[config.mk]
export PLATFORM = sky130hd
export DESIGN_NAME = cyclic_relay_timer_with_overrides_flat
export DESIGN_NICKNAME = d
export VERILOG_FILES = /design/src/rtl/crt_pkg.sv /design/src/rtl/crt_tick_if.sv /design/src/rtl/crt_relay_if.sv /design/src/rtl/cyclic_relay_timer_with_overrides.sv /design/src/flat_wrapper.sv
export VERILOG_INCLUDE_DIRS = /design/src /design/src/rtl
export SDC_FILE = /design/constraint.sdc
export NUM_CORES = 1
export LEC_CHECK = 0
export ABC_CLOCK_PERIOD_IN_PS = 6290
export BUFFER_PORTS_ARGS = -buffer_cell sky130_fd_sc_hd__clkbuf_2
export CAP_MARGIN = 20
export CORE_MARGIN = 2
export CORE_UTILIZATION = 55
export CTS_CLUSTER_DIAMETER = 80
export DETAILED_ROUTE_END_ITERATION = 16
export HOLD_SLACK_MARGIN = 0.05
export PLACE_DENSITY_LB_ADDON = 0.05
export SETUP_SLACK_MARGIN = 0.3
export SYNTH_ARGS = -nofsm -noshare
export SYNTH_HDL_FRONTEND = slang
export SYNTH_SLANG_ARGS = --single-unit
[constraint.sdc]
create_clock -name clk -period 6.29 [get_ports clk]
set_clock_uncertainty 0.1 [all_clocks]
set_input_delay 0.9435 -clock clk [delete_from_list [all_inputs] [get_ports clk]]
set_output_delay 0.9435 -clock clk [all_outputs]
set_load 0.005 [all_outputs]
[src/rtl/cyclic_relay_timer_with_overrides_macros.svh]
// assertion macros used by the rtl
`ifndef CYCLIC_RELAY_TIMER_WITH_OVERRIDES_MACROS_SVH
`define CYCLIC_RELAY_TIMER_WITH_OVERRIDES_MACROS_SVH

`ifndef NO_ASSERTIONS

// antecedent implies consequent in the next cycle
`define CRT_ASSERT_NEXT(label, clk, rst_n, ante, cons, msg) \
    label: assert property (@(posedge clk) disable iff (!rst_n) (ante) |=> (cons)) \
        else $error(msg);

// antecedent implies consequent in the same cycle
`define CRT_ASSERT_SAME(label, clk, rst_n, ante, cons, msg) \
    label: assert property (@(posedge clk) disable iff (!rst_n) (ante) |-> (cons)) \
        else $error(msg);

`else

`define CRT_ASSERT_NEXT(label, clk, rst_n, ante, cons, msg)
`define CRT_ASSERT_SAME(label, clk, rst_n, ante, cons, msg)

`endif

`endif

[src/rtl/crt_pkg.sv]
`timescale 1ns / 1ps

package crt_pkg;

    localparam int KnobWidth      = 12;
    localparam int ThresholdWidth = 11;
    localparam int HighCountWidth = 19;
    localparam int LowCountWidth  = 13;
    localparam int RelayCount     = 5;
    localparam int CfgIndexWidth  = 1;
    localparam int CfgDataWidth   = ThresholdWidth;

    // on period = knob * 83 / 50, done as knob * OnScale >> OnShift
    localparam int OnShift = 20;
    localparam logic [20:0] OnScale = 21'd1740637;
    localparam logic [6:0] OffScale = 7'd120;

    localparam logic [HighCountWidth-1:0] HighCountReset = 19'd10;
    localparam logic [LowCountWidth-1:0]  LowCountReset  = 13'd10;
    localparam logic [ThresholdWidth-1:0] ThresholdReset = 11'd30;

    localparam int RelayOne   = 0;
    localparam int RelayTwo   = 1;
    localparam int RelayThree = 2;
    localparam int RelayFour  = 3;
    localparam int RelayFive  = 4;

    typedef enum logic [CfgIndexWidth-1:0] {
        CFG_AUTO_ENABLE     = 1'b0,
        CFG_DELAY_THRESHOLD = 1'b1
    } cfg_index_t;

    typedef struct packed {
        logic [KnobWidth-1:0] on_knob;
        logic [KnobWidth-1:0] off_knob;
        logic [KnobWidth-1:0] delay_knob;
        logic                 sensor_one_level;
        logic                 sensor_two_level;
    } tick_t;

endpackage

[src/rtl/crt_tick_if.sv]
`timescale 1ns / 1ps

interface crt_tick_if;
    import crt_pkg::*;

    logic                 valid;
    logic                 ready;
    logic [KnobWidth-1:0] on_knob;
    logic [KnobWidth-1:0] off_knob;
    logic [KnobWidth-1:0] delay_knob;
    logic                 sensor_one_level;
    logic                 sensor_two_level;

    modport source (
        output valid, on_knob, off_knob, delay_knob, sensor_one_level, sensor_two_level,
        input  ready
    );

    modport sink (
        input  valid, on_knob, off_knob, delay_knob, sensor_one_level, sensor_two_level,
        output ready
    );
endinterface

[src/rtl/crt_relay_if.sv]
`timescale 1ns / 1ps

interface crt_relay_if;
    logic valid;
    logic ready;
    logic relay_one;
    logic relay_two;
    logic relay_three;
    logic relay_four;
    logic relay_five;

    modport source (
        output valid, relay_one, relay_two, relay_three, relay_four, relay_five,
        input  ready
    );

    modport sink (
        input  valid, relay_one, relay_two, relay_three, relay_four, relay_five,
        output ready
    );
endinterface

[src/rtl/cyclic_relay_timer_with_overrides.sv]
`timescale 1ns / 1ps
// Cyclic relay timer with sensor overrides. Each request on tick carries three knob readings
// and two active-low sensor levels and yields exactly one request on result with the five
// relay levels after that tick. A tick is taken every clock cycle unless result is stalled;
// it passes through the tick register and then the relay state register, which doubles as
// the result register, and a stalled result holds the tick register and then tick.ready. In
// auto mode, with neither sensor active on the previous tick, relays one to three follow a
// two-phase cycle whose counters reload from off_knob*120 (high phase) and on_knob*1.66
// truncated (low phase). Sensor one forces relay three on and runs a delay count up to
// delay_knob/2; relay four is on while that count is at or above delay_threshold. Sensor
// two forces relays one, two and five on. Registers are written through cfg_wr_en,
// cfg_index and cfg_data: index 0 is auto_enable (reset 1), index 1 is delay_threshold
// (reset 30); write them only while no tick is in flight.
`include "cyclic_relay_timer_with_overrides_macros.svh"

module cyclic_relay_timer_with_overrides (
    input  logic                             clk,
    input  logic                             rst_n,
    crt_tick_if.sink                         tick,
    crt_relay_if.source                      result,
    input  logic                             cfg_wr_en,
    input  logic [crt_pkg::CfgIndexWidth-1:0] cfg_index,
    input  logic [crt_pkg::CfgDataWidth-1:0]  cfg_data
);
    import crt_pkg::*;

    logic                      auto_enable_reg;
    logic [ThresholdWidth-1:0] delay_threshold_reg;

    tick_t tick_reg;
    logic  tick_valid_reg;
    logic  tick_valid_next;
    logic  out_valid_reg;
    logic  out_valid_next;
    logic  advance;
    logic  tick_fire;
    logic  step_fire;

    logic                      cycle_phase_reg;
    logic                      cycle_phase_next;
    logic [HighCountWidth-1:0] high_count_reg;
    logic [HighCountWidth-1:0] high_count_next;
    logic [LowCountWidth-1:0]  low_count_reg;
    logic [LowCountWidth-1:0]  low_count_next;
    logic [ThresholdWidth-1:0] delay_count_reg;
    logic [ThresholdWidth-1:0] delay_count_next;
    logic                      s1_seen_reg;
    logic                      s1_seen_next;
    logic                      s2_seen_reg;
    logic                      s2_seen_next;
    logic [RelayCount-1:0]     relay_reg;
    logic [RelayCount-1:0]     relay_next;

    logic [32:0]               on_product;
    logic [LowCountWidth-1:0]  on_period;
    logic [HighCountWidth-1:0] off_period;
    logic [ThresholdWidth-1:0] delay_limit;
    logic                      phase_tick;

    // handshake
    assign advance   = !out_valid_reg || result.ready;
    assign step_fire = tick_valid_reg && advance;
    assign tick.ready = !tick_valid_reg || advance;
    assign tick_fire = tick.valid && tick.ready;

    assign tick_valid_next = tick_fire ? 1'b1 : (advance ? 1'b0 : tick_valid_reg);
    assign out_valid_next  = step_fire ? 1'b1 : (result.ready ? 1'b0 : out_valid_reg);

    // derived periods
    assign on_product  = 33'(tick_reg.on_knob) * 33'(OnScale);
    assign on_period   = on_product[OnShift +: LowCountWidth];
    assign off_period  = HighCountWidth'(tick_reg.off_knob) * HighCountWidth'(OffScale);
    assign delay_limit = tick_reg.delay_knob[KnobWidth-1:1];
    assign phase_tick  = auto_enable_reg && !s1_seen_reg && !s2_seen_reg;

    always_comb
    begin
        relay_next       = relay_reg;
        cycle_phase_next = cycle_phase_reg;
        high_count_next  = high_count_reg;
        low_count_next   = low_count_reg;
        delay_count_next = delay_count_reg;
        s1_seen_next     = s1_seen_reg;
        s2_seen_next     = s2_seen_reg;

        // automatic cycle
        if (phase_tick)
        begin
            if (!cycle_phase_reg)
            begin
                relay_next[RelayOne]   = 1'b1;
                relay_next[RelayTwo]   = 1'b1;
                relay_next[RelayThree] = 1'b1;
                if (high_count_reg != '0)
                begin
                    high_count_next = high_count_reg - 1'b1;
                end
                else
                begin
                    high_count_next  = off_period;
                    cycle_phase_next = 1'b1;
                end
            end
            else
            begin
                relay_next[RelayOne]   = 1'b0;
                relay_next[RelayTwo]   = 1'b0;
                relay_next[RelayThree] = 1'b0;
                if (low_count_reg != '0)
                begin
                    low_count_next = low_count_reg - 1'b1;
                end
                else
                begin
                    low_count_next   = on_period;
                    cycle_phase_next = 1'b0;
                end
            end
        end

        // sensor one and delay count
        if (!tick_reg.sensor_one_level)
        begin
            relay_next[RelayThree] = 1'b1;
            s1_seen_next           = 1'b1;
            if (delay_count_reg < delay_limit)
            begin
                delay_count_next = delay_count_reg + 1'b1;
            end
        end
        else
        begin
            delay_count_next = '0;
            if (s1_seen_reg)
            begin
                relay_next[RelayThree] = 1'b0;
                s1_seen_next           = 1'b0;
            end
        end

        relay_next[RelayFour] = (delay_count_next >= delay_threshold_reg);

        // sensor two
        if (!tick_reg.sensor_two_level)
        begin
            relay_next[RelayOne]  = 1'b1;
            relay_next[RelayTwo]  = 1'b1;
            relay_next[RelayFive] = 1'b1;
            s2_seen_next          = 1'b1;
        end
        else if (s2_seen_reg)
        begin
            relay_next[RelayOne]  = 1'b0;
            relay_next[RelayTwo]  = 1'b0;
            relay_next[RelayFive] = 1'b0;
            s2_seen_next          = 1'b0;
        end
    end

    // configuration registers
    always_ff @(posedge clk or negedge rst_n)
    begin
        if (!rst_n)
        begin
            auto_enable_reg     <= 1'b1;
            delay_threshold_reg <= ThresholdReset;
        end
        else if (cfg_wr_en)
        begin
            case (cfg_index)
                CFG_AUTO_ENABLE:     auto_enable_reg     <= cfg_data[0];
                CFG_DELAY_THRESHOLD: delay_threshold_reg <= cfg_data[ThresholdWidth-1:0];
                default:             auto_enable_reg     <= auto_enable_reg;
            endcase
        end
    end

    // tick register payload
    always_ff @(posedge clk)
    begin
        if (tick_fire)
        begin
            tick_reg.on_knob          <= tick.on_knob;
            tick_reg.off_knob         <= tick.off_knob;
            tick_reg.delay_knob       <= tick.delay_knob;
            tick_reg.sensor_one_level <= tick.sensor_one_level;
            tick_reg.sensor_two_level <= tick.sensor_two_level;
        end
    end

    // control and timer state
    always_ff @(posedge clk or negedge rst_n)
    begin
        if (!rst_n)
        begin
            tick_valid_reg  <= 1'b0;
            out_valid_reg   <= 1'b0;
            cycle_phase_reg <= 1'b0;
            high_count_reg  <= HighCountReset;
            low_count_reg   <= LowCountReset;
            delay_count_reg <= '0;
            s1_seen_reg     <= 1'b0;
            s2_seen_reg     <= 1'b0;
            relay_reg       <= '0;
        end
        else
        begin
            tick_valid_reg <= tick_valid_next;
            out_valid_reg  <= out_valid_next;
            if (step_fire)
            begin
                cycle_phase_reg <= cycle_phase_next;
                high_count_reg  <= high_count_next;
                low_count_reg   <= low_count_next;
                delay_count_reg <= delay_count_next;
                s1_seen_reg     <= s1_seen_next;
                s2_seen_reg     <= s2_seen_next;
                relay_reg       <= relay_next;
            end
        end
    end

    assign result.valid       = out_valid_reg;
    assign result.relay_one   = relay_reg[RelayOne];
    assign result.relay_two   = relay_reg[RelayTwo];
    assign result.relay_three = relay_reg[RelayThree];
    assign result.relay_four  = relay_reg[RelayFour];
    assign result.relay_five  = relay_reg[RelayFive];

    `CRT_ASSERT_NEXT(a_s1_forces_relay3, clk, rst_n, step_fire && !tick_reg.sensor_one_level, result.valid && result.relay_three, "sensor one did not force relay three")
    `CRT_ASSERT_NEXT(a_s2_forces_relays, clk, rst_n, step_fire && !tick_reg.sensor_two_level, result.relay_one && result.relay_two && result.relay_five, "sensor two did not force its relays")
    `CRT_ASSERT_NEXT(a_s1_release_clears, clk, rst_n, step_fire && tick_reg.sensor_one_level, delay_count_reg == '0 && !s1_seen_reg, "sensor one release left delay state")
    `CRT_ASSERT_SAME(a_no_step_when_stalled, clk, rst_n, out_valid_reg && !result.ready, !step_fire && (!tick_valid_reg || !tick.ready), "step taken while result stalled")
    `CRT_ASSERT_NEXT(a_relay4_after_release, clk, rst_n, step_fire && tick_reg.sensor_one_level && delay_threshold_reg != '0 && !cfg_wr_en, !result.relay_four, "relay four on with no delay count")

endmodule
[src/flat_wrapper.sv]
// flat-port wrapper written by rule: the top's interface ports become plain ports
module cyclic_relay_timer_with_overrides_flat import crt_pkg::*;
  (clk, rst_n, cfg_wr_en, cfg_index, cfg_data, tick_valid, tick_on_knob, tick_off_knob, tick_delay_knob, tick_sensor_one_level, tick_sensor_two_level, tick_ready, result_valid, result_relay_one, result_relay_two, result_relay_three, result_relay_four, result_relay_five, result_ready);
  crt_tick_if tick_i ();
  crt_relay_if result_i ();
  input  logic clk;
  input  logic rst_n;
  input  logic cfg_wr_en;
  input  logic [crt_pkg::CfgIndexWidth-1:0] cfg_index;
  input  logic [crt_pkg::CfgDataWidth-1:0] cfg_data;
  input wire logic [$bits(tick_i.valid)-1:0] tick_valid;
  input wire logic [$bits(tick_i.on_knob)-1:0] tick_on_knob;
  input wire logic [$bits(tick_i.off_knob)-1:0] tick_off_knob;
  input wire logic [$bits(tick_i.delay_knob)-1:0] tick_delay_knob;
  input wire logic [$bits(tick_i.sensor_one_level)-1:0] tick_sensor_one_level;
  input wire logic [$bits(tick_i.sensor_two_level)-1:0] tick_sensor_two_level;
  output wire logic [$bits(tick_i.ready)-1:0] tick_ready;
  output wire logic [$bits(result_i.valid)-1:0] result_valid;
  output wire logic [$bits(result_i.relay_one)-1:0] result_relay_one;
  output wire logic [$bits(result_i.relay_two)-1:0] result_relay_two;
  output wire logic [$bits(result_i.relay_three)-1:0] result_relay_three;
  output wire logic [$bits(result_i.relay_four)-1:0] result_relay_four;
  output wire logic [$bits(result_i.relay_five)-1:0] result_relay_five;
  input wire logic [$bits(result_i.ready)-1:0] result_ready;
  assign tick_i.valid = tick_valid;
  assign tick_i.on_knob = tick_on_knob;
  assign tick_i.off_knob = tick_off_knob;
  assign tick_i.delay_knob = tick_delay_knob;
  assign tick_i.sensor_one_level = tick_sensor_one_level;
  assign tick_i.sensor_two_level = tick_sensor_two_level;
  assign tick_ready = tick_i.ready;
  assign result_valid = result_i.valid;
  assign result_relay_one = result_i.relay_one;
  assign result_relay_two = result_i.relay_two;
  assign result_relay_three = result_i.relay_three;
  assign result_relay_four = result_i.relay_four;
  assign result_relay_five = result_i.relay_five;
  assign result_i.ready = result_ready;
  cyclic_relay_timer_with_overrides u_core (.clk(clk), .rst_n(rst_n), .tick(tick_i), .result(result_i), .cfg_wr_en(cfg_wr_en), .cfg_index(cfg_index), .cfg_data(cfg_data));
endmodule
After elaboration in Yosys (flattened, before gate mapping)
Index checks and enable logic that the tools add are counted.

operators by class
  eq/ne operators = 3
  mux-type cells = 21
  magnitude comparators = 2
  bitwise gates (word level) = 2
  add/subtract/negate cells = 3
  reduce and logical (&&, ||, !) cells = 22
  multipliers = 2

operators by type and width
  kind                      count
  $mul A12 B21 Y33 const B  1
  $mux W11                  2
  $mux W19                  1
  $reduce_bool A19 Y1       1
  $sub A19 B1 Y19 const B   1
  $mul A12 B4 Y16 const B   1
  $mux W1                   13
  $mux W13                  1
  $reduce_bool A13 Y1       1
  $sub A13 B1 Y13 const B   1
  $reduce_and A2 Y1         6
  $add A11 B1 Y11 const B   1
  $ge A11 B11 Y1            1
  $lt A11 B11 Y1            1
  $mux W3                   2
  $ne A3 B3 Y1 const B      2
  $reduce_and A3 Y1         2
  $logic_and A1 B1 Y1       4
  $logic_not A1 Y1          4
  $mux W2                   2
  $reduce_bool A2 Y1        2
  $logic_or A1 B1 Y1        2
  $ne A2 B2 Y1 const B      1
  $not A1 Y1                2

word-level totals
  output and inout bits = 7
  word-level logic and storage cells = 74
  bits in registers = 103

Depth between registers and ports, before layout
Gate-level depths: netlist (run 1).

  depth after elaboration = 6
  gate-level depth with buffers = 19
  depth with buffers taken out = 18

Worst setup path after synthesis (run 1)
Ideal clock, no wire load.

  kind = reg-to-reg
  start = reg u_core.tick_reg[30] in the netlist's numbering
  end = reg u_core.low_count_reg[6]
  slack = 1.027 ns
  cell stages (with the launch flop) = 19
  period minus slack after synthesis = 5.263 ns
  arrival time = 5.037 ns
  data required time = 6.064 ns
  cells stage by stage = edfxtp_1 > fa_1 > inv_1 > fa_1 > inv_1 > fa_1 > fa_1 > inv_1 > fa_1 > inv_1 > ha_1 > nand2_1 > o21ai_0 > a21o_1 > o211ai_1 > a31oi_1 > a31oi_1 > xnor2_1 > a221o_1

between the ends
  cells in the longest elaborated chain, start to end = 2

RTL lines
  item                    RTL line                                  source
  start: declaration      cyclic_relay_timer_with_overrides.sv:30   tick_t tick_reg;
  $mul A12 B21 Y33        cyclic_relay_timer_with_overrides.sv:70   assign on_product = 33'(tick_reg.on_knob) * 33'(OnScale);
  $mux W13                cyclic_relay_timer_with_overrides.sv:109  if (low_count_reg != '0)
  end signal: assignment  cyclic_relay_timer_with_overrides.sv:200  low_count_reg <= LowCountReset;
  end signal: assignment  cyclic_relay_timer_with_overrides.sv:214  low_count_reg <= low_count_next;
  end: declaration        cyclic_relay_timer_with_overrides.sv:43   logic [LowCountWidth-1:0] low_count_reg;

No other way between the ends.
A chain may end at the register's enable or synchronous reset.

Worst setup path in the final report (run 1)
  start = reg u_core.tick_reg[29] in the netlist's numbering
  end = reg u_core.low_count_reg[6]

The elaborated chain is that of the path after synthesis.

==> results by group, run 1 <==
Route
  • Routed via count: 6984
  • DR iter-0 viols: 337
  • Drc violations: 0
  • TritonRoute pass-1 iters: 5
  • Routed WL per cell: 15.0 um
  • DR vias/cell: 5.34
  • Final WL: 19.6 mm
  • Post-route ant nets: 0

Final layout
  • Final nets: 1375
  • Antenna diodes: 0
  • Final cell count without fillers: 1308
  • Core Util, Final: 0.613
  • Max reg flops: 26
  • Share of layout cells above drive strength 1: 0.110
  • Most frequent cells in the layout: 178 x inv_1, 140 x ha_1, 106 x fa_1, 64 x nand2_1, 59 x clkbuf_2
  • Fillers: 1564
  • Design area: 0.0111 mm^2
  • Area grow syn2layout: 8.71%
  • Commonest non-fill, non-tap cell in the layout: inv_1

Run status
  • Status: completed

Yosys
  • Syn Nets: 1313
  • EDFF count, synth: 37
  • Unique masters post-synth: 69
  • Synthesis warning total: 0
  • Ys flop type: dfrtp_1
  • Dominant cell type by area after synthesis: fa_1
  • Sequential share of the synthesized area: 0.268
  • Mapped Cells: 1012
  • Syn_area_per_cell: 10.0 um^2
  • Fraction of registers with async set/reset: 0.634
  • Synthesis-stage register bit count: 101
  • Mapped Area: 0.0102 mm^2
  • Synth top area share: 0.209
  • Synth area leaders: fa_1 21%, ha_1 17%, dfrtp_1 14%

GRT
  • Top Usage Layer GRT: met2
  • Total gr overflow: 0
  • Vias in the first global route: 7029
  • Initial antenna violation count: 0
  • GR Util met2: 0.353
  • M3 GR Usage: 0.0311
  • Total GRT Usage: 0.213
  • Grt met1 use: 0.300
  • First-pass GRT wire length: 33.7 mm
  • Largest net degree at the start of global routing: 65

Setup path
  • Worst setup path class: register to register
  • CP startpoint kind: register
  • Critical Path Max Stage Delay: 0.65 ns
  • Crit-path max FO: 6
  • Crit. End Element: register
  • CP max stage cell: fa_1
  • Reg2reg setup slack: 0.68 ns
  • Critical path, cell by cell: fa_1 -> inv_1 -> fa_1 -> inv_1 -> fa_1 -> fa_1 -> inv_1 -> fa_1 -> inv_1 -> ha_1 -> nand2_1 -> o21ai_0 -> a21o_1 -> o211ai_1 -> a31oi_1 -> a31oi_1 -> xnor2_1 -> a221o_1
  • Worst path required time: 6.43 ns
  • CP most frequent cell: fa_1
  • CP arrival: 5.75 ns

Clock tree
  • CTS max path bufs: 2
  • H-tree depth: 3
  • Clk_lat worst skew: 0.35 ns
  • CTS sink count: 101
  • Reg clk slew, reported paths: 0.07 ns
  • Clk root buf: clkbuf_16
  • CTS Buf Count: 9
  • # Post-CTS Setup Buffers: 0
  • CTS tree: built

Timing
  • Slew Limit Fails: 0
  • Hold Slack: 0.375 ns
  • Final Worst Setup Slack: 0.682 ns
  • Final min period: 5.61 ns
  • RSZ-0062 raised after global routing: no
  • Worst-Margin Slew: 0.926 ns
  • Hold Vio Cnt, Final: 0
  • Fmax: 178 MHz
  • Setup violators final: 0
  • Rel. slew slack: 0.383
  • Setup TNS: 0 ns
  • Final period util: 0.892

Placement
  • GPL Wtd Cong: 0.902
  • Port-buffer cells: 60
  • Worst slack, placed: 0.535 ns
  • HPWL after DPL: 16.3 mm
  • Area after DPL: 0.0107 mm^2
  • Placed Instances: 1292

Worst hold path
  • HP Class: register to register

Floorplanning
  • Initial Util: 0.564
  • Die Ht: 140 um
  • Core area: 0.0180 mm^2
  • Site Rows: 49
  • I/O pin cnt: 62
  • Die Span X: 140 um
  • Full die area: 0.0196 mm^2

Job
  • Max_cap viols: 0

Pwr
  • Power Total: 4.21 mW
  • Leak pwr: 5.52 nW
  • Power density over the cells: 381 mW/mm^2
  • Peak VDD IR: 0.479 mV
-- critical path: cells and delay by family, from the launching register on --
family | cells | cell delay (ns)
fa+ha+maj | 6 | 3.01
buf+inv | 4 | 0.21
simple gates | 1 | 0.08
xor+xnor | 1 | 0.16
compound gates | 6 | 1.39
flops | 1 | 0.53
-- logic make-up after synthesis --
group           Yosys count  share of synthesized area
xor+xnor                 33                     0.0284
compound gates          184                      0.112
flops                   101                      0.268
fa+ha+maj               246                      0.381
buf+inv                 195                     0.0734
simple gates            228                      0.111
mux                      25                     0.0261
-- cell type report --
type                    count  area (um^2)  area share
clock buffers              12          279      0.0252
repair buffers             68          360      0.0326
inverters                 178          668      0.0605
clock inverters             4         31.3     0.00283
flip-flops and latches    101         2720       0.246
multi-input cells         716         6700       0.606
well taps                 229          287      0.0259
-- per-layer routing --
metal,up-vias,share of wire
met5,-,0
met1,3325,0.48
li1,3546,-
met2,91,0.47
met3,22,0.029
met4,0,0.016
-- where the power goes --
part,total [mW],switching (mW),internal [mW]
Sequential,0.882,0.104,0.778
Clock,0.576,0.255,0.321
Combinational,2.75,1.55,1.20
-- final timing paths --
check | from | end | cells after the start
worst max-delay path | u_core.tick_reg[29] | u_core.low_count_reg[6] | 18
worst min-delay path | u_core.relay_reg[4] | u_core.relay_reg[4] | 2
worst max register to register | u_core.tick_reg[29] | u_core.low_count_reg[6] | 18
worst min register to register | u_core.relay_reg[4] | u_core.relay_reg[4] | 2
max in group asynchronous | rst_n | u_core.delay_threshold_reg[0] | 2
min in group asynchronous | rst_n | u_core.low_count_reg[2] | 2
-- synthesized netlist by cell type (5+ instances only) --
| cell | n |
|---|---|
| mux2_2 | 12 |
| a31oi_1 | 7 |
| o21ai_0 | 53 |
| inv_1 | 178 |
| nand2_1 | 64 |
| o21a_1 | 10 |
| dfstp_2 | 9 |
| xor2_1 | 19 |
| xnor2_1 | 14 |
| and3_1 | 9 |
| fa_1 | 106 |
| o211ai_1 | 6 |
| nor2b_1 | 6 |
| clkbuf_1 | 12 |
| nor4_1 | 5 |
| dfrtp_1 | 55 |
| ha_1 | 140 |
| a21oi_1 | 53 |
| nor3_1 | 23 |
| nor2_1 | 54 |
| and2_1 | 9 |
| a21o_1 | 13 |
| nand3_1 | 17 |
| nand4_1 | 7 |
| mux2i_1 | 13 |
| edfxtp_1 | 37 |
| nand2b_1 | 11 |
-- what timing repair did --
| item | 4_1_cts | 5_1_grt |
|---|---|---|
| resized for setup | 0 | 1 |
| setup endpoints to repair | 0 | 2 |
| hold buffers | 0 | 0 |
(Power assumes the default switching activity.)
==> inputs of run 2 (changes only) <==
--- a/config.mk
+++ b/config.mk
@@ -14,7 +14,9 @@
 export CTS_CLUSTER_DIAMETER = 80
 export DETAILED_ROUTE_END_ITERATION = 16
 export HOLD_SLACK_MARGIN = 0.05
+export MAX_ROUTING_LAYER = met4
 export PLACE_DENSITY_LB_ADDON = 0.05
+export RECOVER_POWER = 100
 export SETUP_SLACK_MARGIN = 0.3
 export SYNTH_ARGS = -nofsm -noshare
 export SYNTH_HDL_FRONTEND = slang
==> results by group, run 2 (same netlist as run 1, synthesis figures left out) <==
Pwr
  • Leak pwr: 5.49 nW (was 5.52 nW)
  • Peak VDD IR: 0.479 mV (about the same)
  • Power density over the cells: 380 mW/mm^2 (was 381 mW/mm^2)

Route
  • Routed via count: 6994 (was 6984)
  • Post-route ant nets: 0 (unchanged)
  • Final WL: 19.6 mm (about the same)
  • Routed WL per cell: 15.0 um (about the same)
  • Drc violations: 0 (unchanged)
  • DR vias/cell: 5.35 (was 5.34)
  • DR iter-0 viols: 434 (was 337)
  • TritonRoute pass-1 iters: 5 (unchanged)

Clock tree
  • H-tree depth: 3 (unchanged)
  • Clk root buf: clkbuf_16 (unchanged)
  • Clk_lat worst skew: 0.35 ns (about the same)
  • Reg clk slew, reported paths: 0.07 ns (about the same)
  • CTS sink count: 101 (unchanged)
  • CTS Buf Count: 9 (unchanged)
  • CTS max path bufs: 2 (unchanged)
  • CTS tree: built (unchanged)

Final layout
  • Max reg flops: 26 (unchanged)
  • Area grow syn2layout: 8.44% (was 8.71%)
  • Commonest non-fill, non-tap cell in the layout: inv_1 (unchanged)
  • Share of layout cells above drive strength 1: 0.100 (was 0.110)
  • Antenna diodes: 0 (unchanged)
  • Final nets: 1375 (unchanged)
  • Most frequent cells in the layout: 178 x inv_1, 140 x ha_1, 106 x fa_1, 64 x nand2_1 (was 178 x inv_1, 140 x ha_1, 106 x fa_1, 64 x nand2_1, 59 x clkbuf_2)

Timing
  • RSZ-0062 raised after global routing: no (unchanged)
  • Slew Limit Fails: 103 (was 0)
  • Fmax: 174 MHz (was 178 MHz)
  • Hold Vio Cnt, Final: 0 (unchanged)
  • Final Worst Setup Slack: 0.536 ns (was 0.682 ns)
  • Setup TNS: 0 ns (unchanged)
  • Final period util: 0.915 (was 0.892)
  • Worst-Margin Slew: 3.52 ns (was 0.926 ns)
  • Setup violators final: 0 (unchanged)
  • Rel. slew slack: -1.35 (was 0.383)
  • Hold Slack: 0.376 ns (was 0.375 ns)
  • Final min period: 5.75 ns (was 5.61 ns)

Worst hold path
  • HP Class: register to register (unchanged)

Setup path
  • Worst path required time: 6.46 ns (was 6.43 ns)
  • Worst setup path class: register to register (unchanged)
  • Crit-path max FO: 6 (unchanged)
  • CP arrival: 5.93 ns (was 5.75 ns)
  • Crit. End Element: register (unchanged)
  • CP startpoint kind: register (unchanged)

GRT
  • Vias in the first global route: 7027 (was 7029)
  • Total GRT Usage: 0.220 (was 0.213)
  • Largest net degree at the start of global routing: 65 (unchanged)
  • Initial antenna violation count: 0 (unchanged)
  • Total gr overflow: 0 (unchanged)
  • First-pass GRT wire length: 33.7 mm (about the same)

Placement
  • HPWL after DPL: 16.3 mm (unchanged)
  • Port-buffer cells: 60 (unchanged)
  • Worst slack, placed: 0.535 ns (unchanged)
  • GPL Wtd Cong: 0.918 (was 0.902)

Floorplanning
  • Core area: 0.0180 mm^2 (unchanged)
  • Full die area: 0.0196 mm^2 (unchanged)
  • Die Span X: 140 um (unchanged)
  • Die Ht: 140 um (unchanged)
  • Site Rows: 49 (unchanged)
  • Initial Util: 0.564 (unchanged)
  • I/O pin cnt: 62 (unchanged)

Run status
  • Status: finished with violations (was completed)
  • Failing checks: max-capacitance violations, max-slew violations

Job
  • Max_cap viols: 2 (was 0)
run 2: changes by cell type in the layout (fill, tap and decap cells not counted), sizes merged:
cell and delta:
buf -4, clkbuf +4
run 2: worst paths after layout:
check | slack [ns] | startpoint | end | cells past startpoint
worst max-delay path | 0.54 | u_core.tick_reg[29] | u_core.low_count_reg[5] | 18
worst min-delay path | 0.38 | u_core.relay_reg[4] | u_core.relay_reg[4] | 2
worst max register to register | 0.54 | u_core.tick_reg[29] | u_core.low_count_reg[5] | 18
worst min register to register | 0.38 | u_core.relay_reg[4] | u_core.relay_reg[4] | 2
max in group asynchronous | 2.30 | rst_n | u_core.delay_threshold_reg[0] | 2
min in group asynchronous | 1.77 | rst_n | u_core.low_count_reg[2] | 2
run 2: cell type report:
type	instances	area, um^2
timing repair buffer	68	339
tap	229	287
fill	1574	7000
multi-input combinational	716	6700
sequential	101	2720
clock inverter	4	31.3
clock buffer	12	279
inverter	178	668
run 2: worst max-delay path: stages (launching register included):
cell      delay (ns)
edfxtp_1        0.53
fa_1            0.65
inv_1           0.07
fa_1            0.48
inv_1           0.05
fa_1            0.48
fa_1            0.54
inv_1           0.05
fa_1            0.52
inv_1           0.04
ha_1            0.34
nand3_1         0.09
a211oi_1        0.43
o211ai_1        0.18
a31oi_1         0.45
clkbuf_1        0.21
a211oi_1        0.09
a31o_2          0.21
a21oi_1         0.14
run 2: per-layer routing:
layer  GRT usage  share of wire  vias up
li1            -              -     3544
met1       0.301           0.48     3320
met2       0.353           0.47      110
met3      0.0311          0.031       20
met4      0.0495          0.014        0
met5           -              0        -
run 2: power by group:
group          total, mW  switching [mW]  leakage [nW]  internal (mW)
registers          0.883           0.104          1.17          0.779
logic               2.73            1.55          4.17           1.18
clock network      0.576           0.256         0.154          0.321
total               4.19            1.91          5.49           2.28
run 2: timing repair:
action,in CTS,in global routing
endpoints found under the hold margin,0,0
resized for setup,0,1
buffers inserted,0,0
hold buffers,0,0
endpoints found under the setup margin,0,2
run 2: metrics by stage:
step	std cells	util	power (mW)	cell area, um^2
after global routing	1308	0.612	4.70	11000
after detailed placement	1292	0.596	3.65	10700
after CTS	1308	0.613	4.26	11000
final	1308	0.612	4.19	11000
after global placement	1292	0.596	3.61	10700
after floorplan	1012	-	3.01	10200
